**src/design/rxs_pkg.sv**
```systemverilog
`timescale 1ns / 1ps

package rxs_pkg;

  localparam int DEPTH_DEF    = 64;
  localparam int KEY_BITS_DEF = 32;
  localparam int PRICE_W      = 32;
  localparam int TAG_W        = 6;

endpackage

```
**src/design/rxs_ram.sv**
```systemverilog
`timescale 1ns / 1ps

module rxs_ram #(
  parameter int WIDTH  = 38,
  parameter int DEPTH  = 64,
  parameter int ADDR_W = 6
) (
  input  logic              clk,
  input  logic              we,
  input  logic [ADDR_W-1:0] waddr,
  input  logic [WIDTH-1:0]  wdata,
  input  logic [ADDR_W-1:0] raddr,
  output logic [WIDTH-1:0]  rdata
);

  logic [WIDTH-1:0] mem [DEPTH];

  always_ff @(posedge clk) begin
    if (we) begin
      mem[waddr] <= wdata;
    end
  end

  always_ff @(posedge clk) begin
    rdata <= mem[raddr];
  end

endmodule

```
**src/design/record_exchange_sorter.sv**
```systemverilog
`timescale 1ns / 1ps

// Collects a set of records (key + tag) into an on-chip RAM until an item with
// in_last arrives, then sorts the set in place by exchange sort and streams it
// out, the final item flagged by out_last_out. Items past DEPTH are dropped and
// out_overflow is set on every result of that set. The direction is taken from
// the cfg register when the closing item arrives. Input is stalled from the
// closing item until the last result is taken. Loading takes one item per
// cycle; the sort makes one RAM read-compare-write per cycle, row by row,
// bounded by the single RAM read port; output holds one result at a time and
// registers the next one only after the previous one is taken.
module record_exchange_sorter #(
  parameter int DEPTH    = rxs_pkg::DEPTH_DEF,
  parameter int KEY_BITS = rxs_pkg::KEY_BITS_DEF
) (
  input  logic                       clk,
  input  logic                       rst_n,
  input  logic                       in_valid,
  output logic                       in_stall,
  input  logic [rxs_pkg::PRICE_W-1:0] in_price_cents,
  input  logic [rxs_pkg::TAG_W-1:0]  in_record_tag,
  input  logic                       in_last,
  output logic                       out_valid,
  input  logic                       out_stall,
  output logic [rxs_pkg::PRICE_W-1:0] out_sorted_price,
  output logic [rxs_pkg::TAG_W-1:0]  out_sorted_tag,
  output logic                       out_last_out,
  output logic                       out_overflow,
  input  logic                       cfg_valid,
  output logic                       cfg_ready,
  input  logic                       cfg_sort_descending
);

  import rxs_pkg::*;

  localparam int IDX_W = (DEPTH > 1) ? $clog2(DEPTH) : 1;
  localparam int CNT_W = $clog2(DEPTH + 1);
  localparam int REC_W = KEY_BITS + TAG_W;

  typedef enum logic [2:0] {
    ST_LOAD,
    ST_ROW,
    ST_HEAD,
    ST_SCAN,
    ST_ROWEND,
    ST_EMIT_RD,
    ST_EMIT_LD,
    ST_EMIT_WAIT
  } state_t;

  state_t               state_r;
  logic [CNT_W-1:0]     count_r;
  logic                 dropped_r;
  logic                 desc_cfg_r;
  logic                 desc_r;
  logic [IDX_W-1:0]     last_r;
  logic [IDX_W-1:0]     i_r;
  logic [IDX_W-1:0]     j_r;
  logic [IDX_W-1:0]     jd_r;
  logic [IDX_W-1:0]     k_r;
  logic [REC_W-1:0]     cur_r;
  logic                 out_valid_r;
  logic [PRICE_W-1:0]   out_price_r;
  logic [TAG_W-1:0]     out_tag_r;
  logic                 out_last_r;
  logic                 out_ovf_r;

  logic                 ram_we;
  logic [IDX_W-1:0]     ram_waddr;
  logic [REC_W-1:0]     ram_wdata;
  logic [IDX_W-1:0]     ram_raddr;
  logic [REC_W-1:0]     ram_rdata;

  logic                 in_fire;
  logic                 out_fire;
  logic                 has_room;
  logic [CNT_W-1:0]     n_nxt;
  logic [KEY_BITS-1:0]  key_in;
  logic [KEY_BITS-1:0]  rd_key;
  logic [KEY_BITS-1:0]  cur_key;
  logic                 better;

  assign in_stall  = (state_r != ST_LOAD);
  assign in_fire   = in_valid && !in_stall;
  assign out_fire  = out_valid_r && !out_stall;
  assign cfg_ready = 1'b1;

  assign has_room = (count_r < CNT_W'(DEPTH));
  assign n_nxt    = has_room ? count_r + 1'b1 : count_r;
  assign key_in   = KEY_BITS'(in_price_cents);
  assign rd_key   = ram_rdata[TAG_W +: KEY_BITS];
  assign cur_key  = cur_r[TAG_W +: KEY_BITS];
  assign better   = desc_r ? (rd_key > cur_key) : (rd_key < cur_key);

  assign out_valid        = out_valid_r;
  assign out_sorted_price = out_price_r;
  assign out_sorted_tag   = out_tag_r;
  assign out_last_out     = out_last_r;
  assign out_overflow     = out_ovf_r;

  rxs_ram #(
    .WIDTH  (REC_W),
    .DEPTH  (DEPTH),
    .ADDR_W (IDX_W)
  ) u_ram (
    .clk   (clk),
    .we    (ram_we),
    .waddr (ram_waddr),
    .wdata (ram_wdata),
    .raddr (ram_raddr),
    .rdata (ram_rdata)
  );

  // RAM port steering; entry i lives in cur_r for the whole row
  always_comb begin
    ram_we    = 1'b0;
    ram_waddr = i_r;
    ram_wdata = cur_r;
    ram_raddr = i_r;
    unique case (state_r)
      ST_LOAD: begin
        ram_we    = in_fire && has_room;
        ram_waddr = count_r[IDX_W-1:0];
        ram_wdata = {key_in, in_record_tag};
      end
      ST_ROW: begin
        ram_raddr = i_r;
      end
      ST_HEAD: begin
        ram_raddr = j_r;
      end
      ST_SCAN: begin
        ram_we    = better;
        ram_waddr = jd_r;
        ram_raddr = j_r;
      end
      ST_ROWEND: begin
        ram_we    = 1'b1;
        ram_waddr = i_r;
        ram_raddr = i_r + 1'b1;
      end
      ST_EMIT_RD: begin
        ram_raddr = k_r;
      end
      ST_EMIT_LD: begin
        ram_raddr = k_r;
      end
      ST_EMIT_WAIT: begin
        ram_raddr = k_r + 1'b1;
      end
      default: begin
        ram_we = 1'b0;
      end
    endcase
  end

  always_ff @(posedge clk) begin
    if (!rst_n) begin
      desc_cfg_r <= 1'b0;
    end else if (cfg_valid && cfg_ready) begin
      desc_cfg_r <= cfg_sort_descending;
    end
  end

  always_ff @(posedge clk) begin
    if (!rst_n) begin
      state_r     <= ST_LOAD;
      count_r     <= '0;
      dropped_r   <= 1'b0;
      out_valid_r <= 1'b0;
      desc_r      <= 1'b0;
      i_r         <= '0;
      j_r         <= '0;
      jd_r        <= '0;
      k_r         <= '0;
      last_r      <= '0;
    end else begin
      unique case (state_r)
        ST_LOAD: begin
          if (in_fire) begin
            if (has_room) begin
              count_r <= count_r + 1'b1;
            end else begin
              dropped_r <= 1'b1;
            end
            if (in_last) begin
              desc_r <= desc_cfg_r;
              last_r <= IDX_W'(n_nxt - 1'b1);
              j_r    <= IDX_W'(n_nxt - 1'b1);
              i_r    <= '0;
              k_r    <= '0;
              if (n_nxt <= CNT_W'(1)) begin
                state_r <= ST_EMIT_RD;
              end else begin
                state_r <= ST_ROW;
              end
            end
          end
        end
        ST_ROW: begin
          state_r <= ST_HEAD;
        end
        ST_HEAD: begin
          cur_r   <= ram_rdata;
          jd_r    <= j_r;
          j_r     <= j_r - 1'b1;
          state_r <= ST_SCAN;
        end
        ST_SCAN: begin
          if (better) begin
            cur_r <= ram_rdata;
          end
          if (jd_r == i_r + 1'b1) begin
            state_r <= ST_ROWEND;
          end else begin
            jd_r <= j_r;
            j_r  <= j_r - 1'b1;
          end
        end
        ST_ROWEND: begin
          i_r <= i_r + 1'b1;
          j_r <= last_r;
          if (i_r + 1'b1 == last_r) begin
            state_r <= ST_EMIT_RD;
          end else begin
            state_r <= ST_HEAD;
          end
        end
        ST_EMIT_RD: begin
          state_r <= ST_EMIT_LD;
        end
        ST_EMIT_LD: begin
          out_price_r <= PRICE_W'(rd_key);
          out_tag_r   <= ram_rdata[TAG_W-1:0];
          out_last_r  <= (k_r == last_r);
          out_ovf_r   <= dropped_r;
          out_valid_r <= 1'b1;
          state_r     <= ST_EMIT_WAIT;
        end
        ST_EMIT_WAIT: begin
          if (out_fire) begin
            out_valid_r <= 1'b0;
            if (out_last_r) begin
              count_r   <= '0;
              dropped_r <= 1'b0;
              state_r   <= ST_LOAD;
            end else begin
              k_r     <= k_r + 1'b1;
              state_r <= ST_EMIT_LD;
            end
          end
        end
        default: begin
          state_r <= ST_LOAD;
        end
      endcase
    end
  end

endmodule

```
**config.mk**
```make
export PLATFORM = sky130hd
export DESIGN_NAME = record_exchange_sorter
export DESIGN_NICKNAME = d
export VERILOG_FILES = /design/src/design/rxs_pkg.sv /design/src/design/rxs_ram.sv /design/src/design/record_exchange_sorter.sv
export SDC_FILE = /design/constraint.sdc
export NUM_CORES = 2
export LEC_CHECK = 0
export BUFFER_PORTS_ARGS = -buffer_cell sky130_fd_sc_hd__buf_2
export CAP_MARGIN = 20
export CORE_ASPECT_RATIO = 0.9
export CORE_MARGIN = 8
export CORE_UTILIZATION = 30
export DETAILED_ROUTE_END_ITERATION = 7
export HOLD_SLACK_MARGIN = 0.12
export PLACE_DENSITY_LB_ADDON = 0.3
export SLEW_MARGIN = 20
export SYNTH_ARGS = -nofsm -noshare
export SYNTH_HDL_FRONTEND = slang
export SYNTH_SLANG_ARGS = --single-unit
export TNS_END_PERCENT = 10
```
**constraint.sdc**
```tcl
create_clock -name clk -period 12.1 [get_ports clk]
set_input_delay 1.815 -clock clk [delete_from_list [all_inputs] [get_ports clk]]
set_output_delay 1.815 -clock clk [all_outputs]
set_load 0.02 [all_outputs]
```
### After elaboration in Yosys (flattened, before gate mapping)

Memory sizes are Yosys's and may differ from the RTL's. A register that Yosys moved wholly into a read port is not among the register bits.
Index checks and enable logic that the tools add are counted.

| operators by class | value |
|---|---|
| muxes and demuxes | 41 |
| equality and inequality tests | 19 |
| add/subtract/negate cells | 5 |
| reductions and logical operators | 25 |
| $lt $le $gt $ge | 4 |

Operator list:

| cell | count |
|---|---|
| two-way mux 38 bit | 2 |
| one-hot mux 38 bit (2 select lines) | 1 |
| two-way mux 6 bit | 8 |
| one-hot mux 6 bit (2 select lines) | 4 |
| one-hot mux 6 bit (4 select lines) | 2 |
| greater-than comparator 32 bit | 1 |
| < comparator 32 bit | 1 |
| two-way mux 7 bit | 4 |
| one-hot mux 3 bit (8 select lines) | 1 |
| two-way mux 3 bit | 7 |
| equality test 6 bit | 3 |
| != test 2 bit, second input constant | 9 |
| one-hot mux 7 bit (2 select lines) | 1 |
| adder 6 x 1 -> 6 bit, second input constant | 2 |
| equality test 3 bit, second input constant | 4 |
| AND reduction 4 bit | 3 |
| subtractor 6 x 1 -> 6 bit, second input constant | 2 |
| AND reduction 5 bit | 2 |
| AND reduction 3 bit | 3 |
| two-way mux 1 bit | 8 |
| nonzero test 2 bit | 4 |
| adder 7 x 1 -> 7 bit, second input constant | 1 |
| <= comparator 7 x 1 -> 1 bit, second input constant | 1 |
| < comparator 7 bit, second input constant | 1 |
| 11 further kinds | 19 |

| word-level totals | value |
|---|---|
| memories | 1 |
| memory bits (writable) | 2432 |
| input bits | 45 |
| output and inout bits | 43 |
| word-level logic and storage cells | 111 |
| register bits | 122 |

Memories:

| name | words | width | rd ports | clocked after Yosys merged registers in | wr ports | line | source |
|---|---|---|---|---|---|---|---|
| u_ram.mem | 64 | 38 | 1 | 1 | 1 | rxs_ram.sv:16 | `logic [WIDTH-1:0] mem [DEPTH];` |

### Longest topological paths before layout

| logic depth | value |
|---|---|
| depth after elaboration | 7 |
| mapped depth | 15 |
| gate-level depth less buffers | 10 |

### Cells and area by module

From an unflattened synthesis, not the netlist that was laid out.

| second synthesis, totals | value |
|---|---|
| cell total of the unflattened synthesis | 4724 |
| area total of the unflattened synthesis | 99797.0 sq um |

Modules (own cells, without submodules):

| module | times used | area each (sq um) | cells each | sequential area each (sq um) |
|---|---|---|---|---|
| rxs_ram | 1 | 92931.6 | 3989 | 73790.8 |
| record_exchange_sorter | 1 | 6865.3 | 735 | 3223.1 |

### Worst setup path before layout

OpenSTA, ideal clock, no wires.

| path | value |
|---|---|
| path type | input -> register |
| start point | in in_valid |
| end point | mem u_ram.mem[16][0], enable pin |
| stages on the path | 7 |
| required time | 11.620 ns |
| arrival time | 5.187 ns |
| setup time | 0.480 ns |
| buffers on the path | 2 |
| setup slack | 6.433 ns |
| cells stage by stage | a21oi_1 -> nor2_1 -> a31oi_1 -> a21boi_0 -> clkbuf_1 -> clkbuf_1 -> nor3_1 |

| on the way | value |
|---|---|
| longest elaborated chain between the ends | 5 |

RTL lines:

| item | line | source |
|---|---|---|
| start: declaration | record_exchange_sorter.sv:18 | `input logic in_valid,` |
| logical AND 1 bit | record_exchange_sorter.sv:84 | `assign in_fire = in_valid && !in_stall;` |
| logical AND 1 bit | record_exchange_sorter.sv:122 | `ram_we = in_fire && has_room;` |
| one-hot mux 1 bit (3 select lines) | record_exchange_sorter.sv:120 | `unique case (state_r)` |
| two-way mux 1 bit | rxs_ram.sv:19 | `if (we) begin` |
| two-way mux 1 bit (implied by the code) | rxs_ram.sv:20 | `mem[waddr] <= wdata;` |
| end: declaration | rxs_ram.sv:16 |  |

No other way between the ends.

### Worst setup path after layout

| path | value |
|---|---|
| start point | reg state_r[2] |
| end point | reg u_ram.rdata[32] (read register of u_ram.mem) |

| on the way | value |
|---|---|
| longest elaborated chain between the ends | 3 |
| elaborated cells between the ends (all ways) | 9 |
| classes of those cells | 6 x eq/ne; 1 x mux; 2 x reduce/logical |

RTL lines:

| item | line | source |
|---|---|---|
| start: declaration | record_exchange_sorter.sv:51 | `state_t state_r;` |
| start signal: assignment | record_exchange_sorter.sv:167 | `state_r <= ST_LOAD;` |
| start signal: assignment | record_exchange_sorter.sv:193 | `state_r <= ST_EMIT_RD;` |
| start signal: assignment | record_exchange_sorter.sv:195 | `state_r <= ST_ROW;` |
| equality test 3 bit / equality test 3 x 2 -> 1 bit (equally long branches) | record_exchange_sorter.sv:120 |  |
| OR reduction 2 bit (no line) | n/a |  |
| one-hot mux 6 bit (4 select lines) * | record_exchange_sorter.sv:120 |  |
| end: declaration | rxs_ram.sv:13 | `output logic [WIDTH-1:0] rdata` |

Mark *: on every way between the ends. The rest lies on a longest branch, timed or not.
A chain may end at the register's enable or synchronous reset.

==> impl_metrics.json <==
{
  "startpoint_type": "flip-flop",
  "async_reset_ff_share_pct": 0,
  "cts_buffers": 274,
  "final_area_mm2": 0.118,
  "rsz0062_at_grt": "no",
  "ir_worst_vdd_uv": 234,
  "hold_buffers": 0,
  "nFillCells": 32800,
  "synth_top_area_share_pct": 73.1,
  "grt_first_pass_wirelength_mm": 469,
  "row_count": 204,
  "routed-via-count": 64400,
  "clock-root-buffer": "clkbuf_16",
  "period_share_pct": 51.8,
  "fin_util_pct": 34.5,
  "crit_type": "reg2reg",
  "h-tree-depth": 5,
  "worstPathMaxFanout": 143,
  "fin_nets": 7267,
  "synth_ff_type": "edfxtp_1",
  "clock_path_buffers": 4,
  "die_width_um": 634,
  "power.switching_uw": 11900,
  "cpMostUsedCell": "buf_12",
  "crit_chain": "inv_2 -> a32oi_4 -> buf_12 -> and2_4 -> buf_4 -> buf_12 -> nand2_1 -> a32oi_1 -> a31oi_1 -> nor4_1 -> o211a_1",
  "setup_viol": 0,
  "cp_slowest_cell": "dfxtp_2",
  "end_kind": "flip-flop",
  "outcome": "finished, final reports clean",
  "via_per_inst": 5.40,
  "finalHoldViolCount": 0,
  "static-leakage-power_uw": 0.0388,
  "p_comb_share_pct": 34.7,
  "setup-tns-final_ns": 0,
  "finalMaxSlewViolations": 0,
  "clk_pin_slew_ns": 0.06,
  "p_total_uw": 31600,
  "netlist_area_mm2": 0.103,
  "syn_nets": 7226,
  "place_congestion": 0.797,
  "multi_input_area_mm2": 0.0245,
  "period_needed_ns": 6.26,
  "final.setup_skew_ns": 0.0413,
  "ys_ff_latch": 2592,
  "netSwitchingFraction_pct": 37.6,
  "p_int_uw": 19800,
  "stdcell_count": 11900,
  "wl_mm": 333,
  "cp_top_family": "buffers and inverters",
  "start_util_pct": 30.1,
  "p_seq_share_pct": 39.4,
  "drive_gt1_share_pct": 12.3,
  "synth_area_leader_cell": "edfxtp_1",
  "antenna_found_initial": 15,
  "slew_headroom_pct": 16.7,
  "dpl.hpwl_mm": 164,
  "overflow": 0,
  "grt_pass1_vias": 61800,
  "core_mm2": 0.343,
  "path_buf_inv": 4,
  "drtPass1Iterations": 6,
  "dpl_cell_area_mm2": 0.109,
  "syn_inst": 7143,
  "synth_edf_count": 2510,
  "grtUsageTotal_pct": 17.7,
  "critPathArrivalTime_ns": 7.05,
  "insertion_delay_ns": 0.86,
  "dieArea_mm2": 0.363,
  "wl_per_cell_um": 27.9,
  "fmax_mhz": 160,
  "synth_cell_types": 70,
  "drc_errors": 0,
  "p_clk_share_pct": 25.9,
  "regArea_mm2": 0.0770,
  "cap_violations": 0,
  "areaGrowthSynthToFinish_pct": 14.5,
  "hp-class": "reg2reg",
  "grt_max_degree": 156,
  "drt_iter0_markers": 8206,
  "ant_nets": 0,
  "synth_warnings": 0,
  "pin_count": 88,
  "synth_seq_area_share_pct": 74.7,
  "placedCellCount": 11400,
  "die_h_um": 572,
  "post-cts-setup-buffer-count": 0,
  "cts_resized": 0,
  "p_per_area_mw_per_mm2": 268,
  "ys_top_cells_by_area": "edfxtp_1 (73%), nand2_1 (5.7%), nand3_1 (2.3%), a211oi_1 (2.2%), mux4_2 (1.9%)",
  "tightest_slew_ns": 1.25,
  "portBuffers": 86,
  "syn_area_per_cell_um2": 14.4,
  "slowest_delay_ns": 1.00,
  "cts_tree": "yes",
  "clock-sinks": 2592,
  "critPathRequiredTime_ns": 12.89
}
-- cells by family after synthesis --
kind of cell | after synthesis | synth area share, %
mux | 162 | 2.65
fa+ha+maj | 38 | 0.461
flops | 2592 | 74.7
buf+inv | 562 | 2.45
xor+xnor | 34 | 0.296
simple gates | 2697 | 11.7
compound gates | 1057 | 7.74
other cells | 1 | 0.00364
-- synth_stat cells (4+ instances only) --
| cell type | instances |
|---|---|
| edfxtp_1 | 2510 |
| nand2_1 | 1575 |
| nand3_1 | 465 |
| a211oi_1 | 299 |
| and3_1 | 295 |
| clkbuf_1 | 250 |
| buf_2 | 175 |
| a311oi_1 | 170 |
| nor3_1 | 145 |
| a31oi_1 | 122 |
| mux4_2 | 88 |
| dfxtp_1 | 82 |
| nor2_1 | 82 |
| a32oi_1 | 72 |
| o21ai_0 | 70 |
| a21oi_1 | 68 |
| a31o_1 | 66 |
| mux2i_1 | 64 |
| buf_1 | 51 |
| nand4_1 | 51 |
| inv_1 | 42 |
| ha_1 | 38 |
| o211a_1 | 37 |
| a22o_1 | 35 |
| buf_4 | 33 |
| nor4_1 | 28 |
| a22oi_1 | 24 |
| o21ai_1 | 20 |
| xor2_1 | 17 |
| a21o_1 | 16 |
| xnor2_1 | 16 |
| buf_6 | 10 |
| mux2_2 | 10 |
| o22a_1 | 9 |
| a221oi_1 | 8 |
| nor4_2 | 8 |
| and2_1 | 7 |
| nand2b_1 | 7 |
| o211ai_1 | 7 |
| o22ai_1 | 7 |
| nor2b_1 | 6 |
| o21a_1 | 6 |
| and4_1 | 5 |
| nor2_2 | 4 |
| or3_1 | 4 |
-- registers in the layout (all words and copies together) (netlist names), 7 cells and up --
| name | cells |
|---|---|
| count_r | 7 |
| cur_r | 38 |
| out_sorted_price | 32 |
| u_ram.mem | 2432 |
| u_ram.rdata | 38 |
-- per-stage QoR --
| stage | setup WS (ns) | hold slack [ns] |
|---|---|---|
| global route | 5.50 | 0.466 |
| finish | 5.84 | 0.451 |
| global placement | 5.87 | 0.412 |
| detailed placement | 5.79 | 0.435 |
| floorplan | 6.43 | 0.402 |
| CTS | 5.78 | 0.447 |
-- worst reg2reg max path, stage by stage, from the launching register on --
cell     delay [ns]
dfxtp_2        1.00
inv_2          0.36
a32oi_4        0.30
buf_12         0.43
and2_4         0.85
buf_4          0.76
buf_12         0.61
nand2_1        0.29
a32oi_1        0.29
a31oi_1        0.22
nor4_1         0.86
o211a_1        0.28
-- final cells by class --
| type | count | share of cell area [%] |
|---|---|---|
| Timing Repair Buffer | 284 | 1.77 |
| Tap cell | 4532 | 4.80 |
| Antenna cell | 8 | 0.0170 |
| Sequential cell | 2592 | 65.2 |
| Multi-Input combinational cell | 3989 | 20.8 |
| Clock buffer | 360 | 6.38 |
| Clock inverter | 121 | 0.884 |
| Inverter | 43 | 0.137 |
-- power groups by stage --
stage	logic [uW]	registers, uW	clock network, uW
floorplan	6740	12700	0
global placement	10800	12600	0
detailed placement	10900	12700	0
CTS	11000	12500	8300
global route	11700	12500	8630
finish	11000	12500	8180
-- path summary, 6_finish.rpt --
check / startpoint / endpoint / slack, ns / depth (start not counted)
hold / removal: desc_cfg_r$_SDFFE_PN0P_ / desc_r$_SDFFE_PN0P_ / 0.45 / 2
hold reg to reg: desc_cfg_r$_SDFFE_PN0P_ / desc_r$_SDFFE_PN0P_ / 0.45 / 2
setup / recovery: state_r[2]$_SDFFE_PN0P_ / u_ram.rdata[32]$_DFF_P_ / 5.84 / 11
setup reg to reg: state_r[2]$_SDFFE_PN0P_ / u_ram.rdata[32]$_DFF_P_ / 5.84 / 11
-- layer usage --
metal  share of wire [%]  up-vias  GRT usage, %  wire [um]
met5              0.0036        -             0         12
met4                 3.4        2          5.55      11300
met3                 8.6      522          3.33      28800
met2                  46     2922          28.5     155000
met1                  41    33400          24.1     138000
li1                    -    27500             -          -
-- layout by cell type (no fill, tap or decap), types with 17 or more instances in the layout --
cell	count
edfxtp_1	2510
nand2_1	1575
nand3_1	462
a211oi_1	299
and3_1	294
clkbuf_16	286
buf_4	184
a311oi_1	170
a31oi_1	122
mux4_2	88
buf_2	86
dfxtp_1	81
nor3_1	80
nor2_1	75
a32oi_1	71
a31o_1	66
a21oi_1	65
nor3_2	65
mux2i_1	64
clkbuf_1	64
nand4_1	51
clkinv_2	45
clkinv_1	45
inv_1	42
o21ai_0	39
ha_1	38
o211a_1	37
a22o_1	35
o21ai_4	32
a22oi_1	24
nor4_1	20
o21ai_1	19
xor2_1	17
bufinv_16	17
No activity file was read; power rests on OpenSTA's default activity.
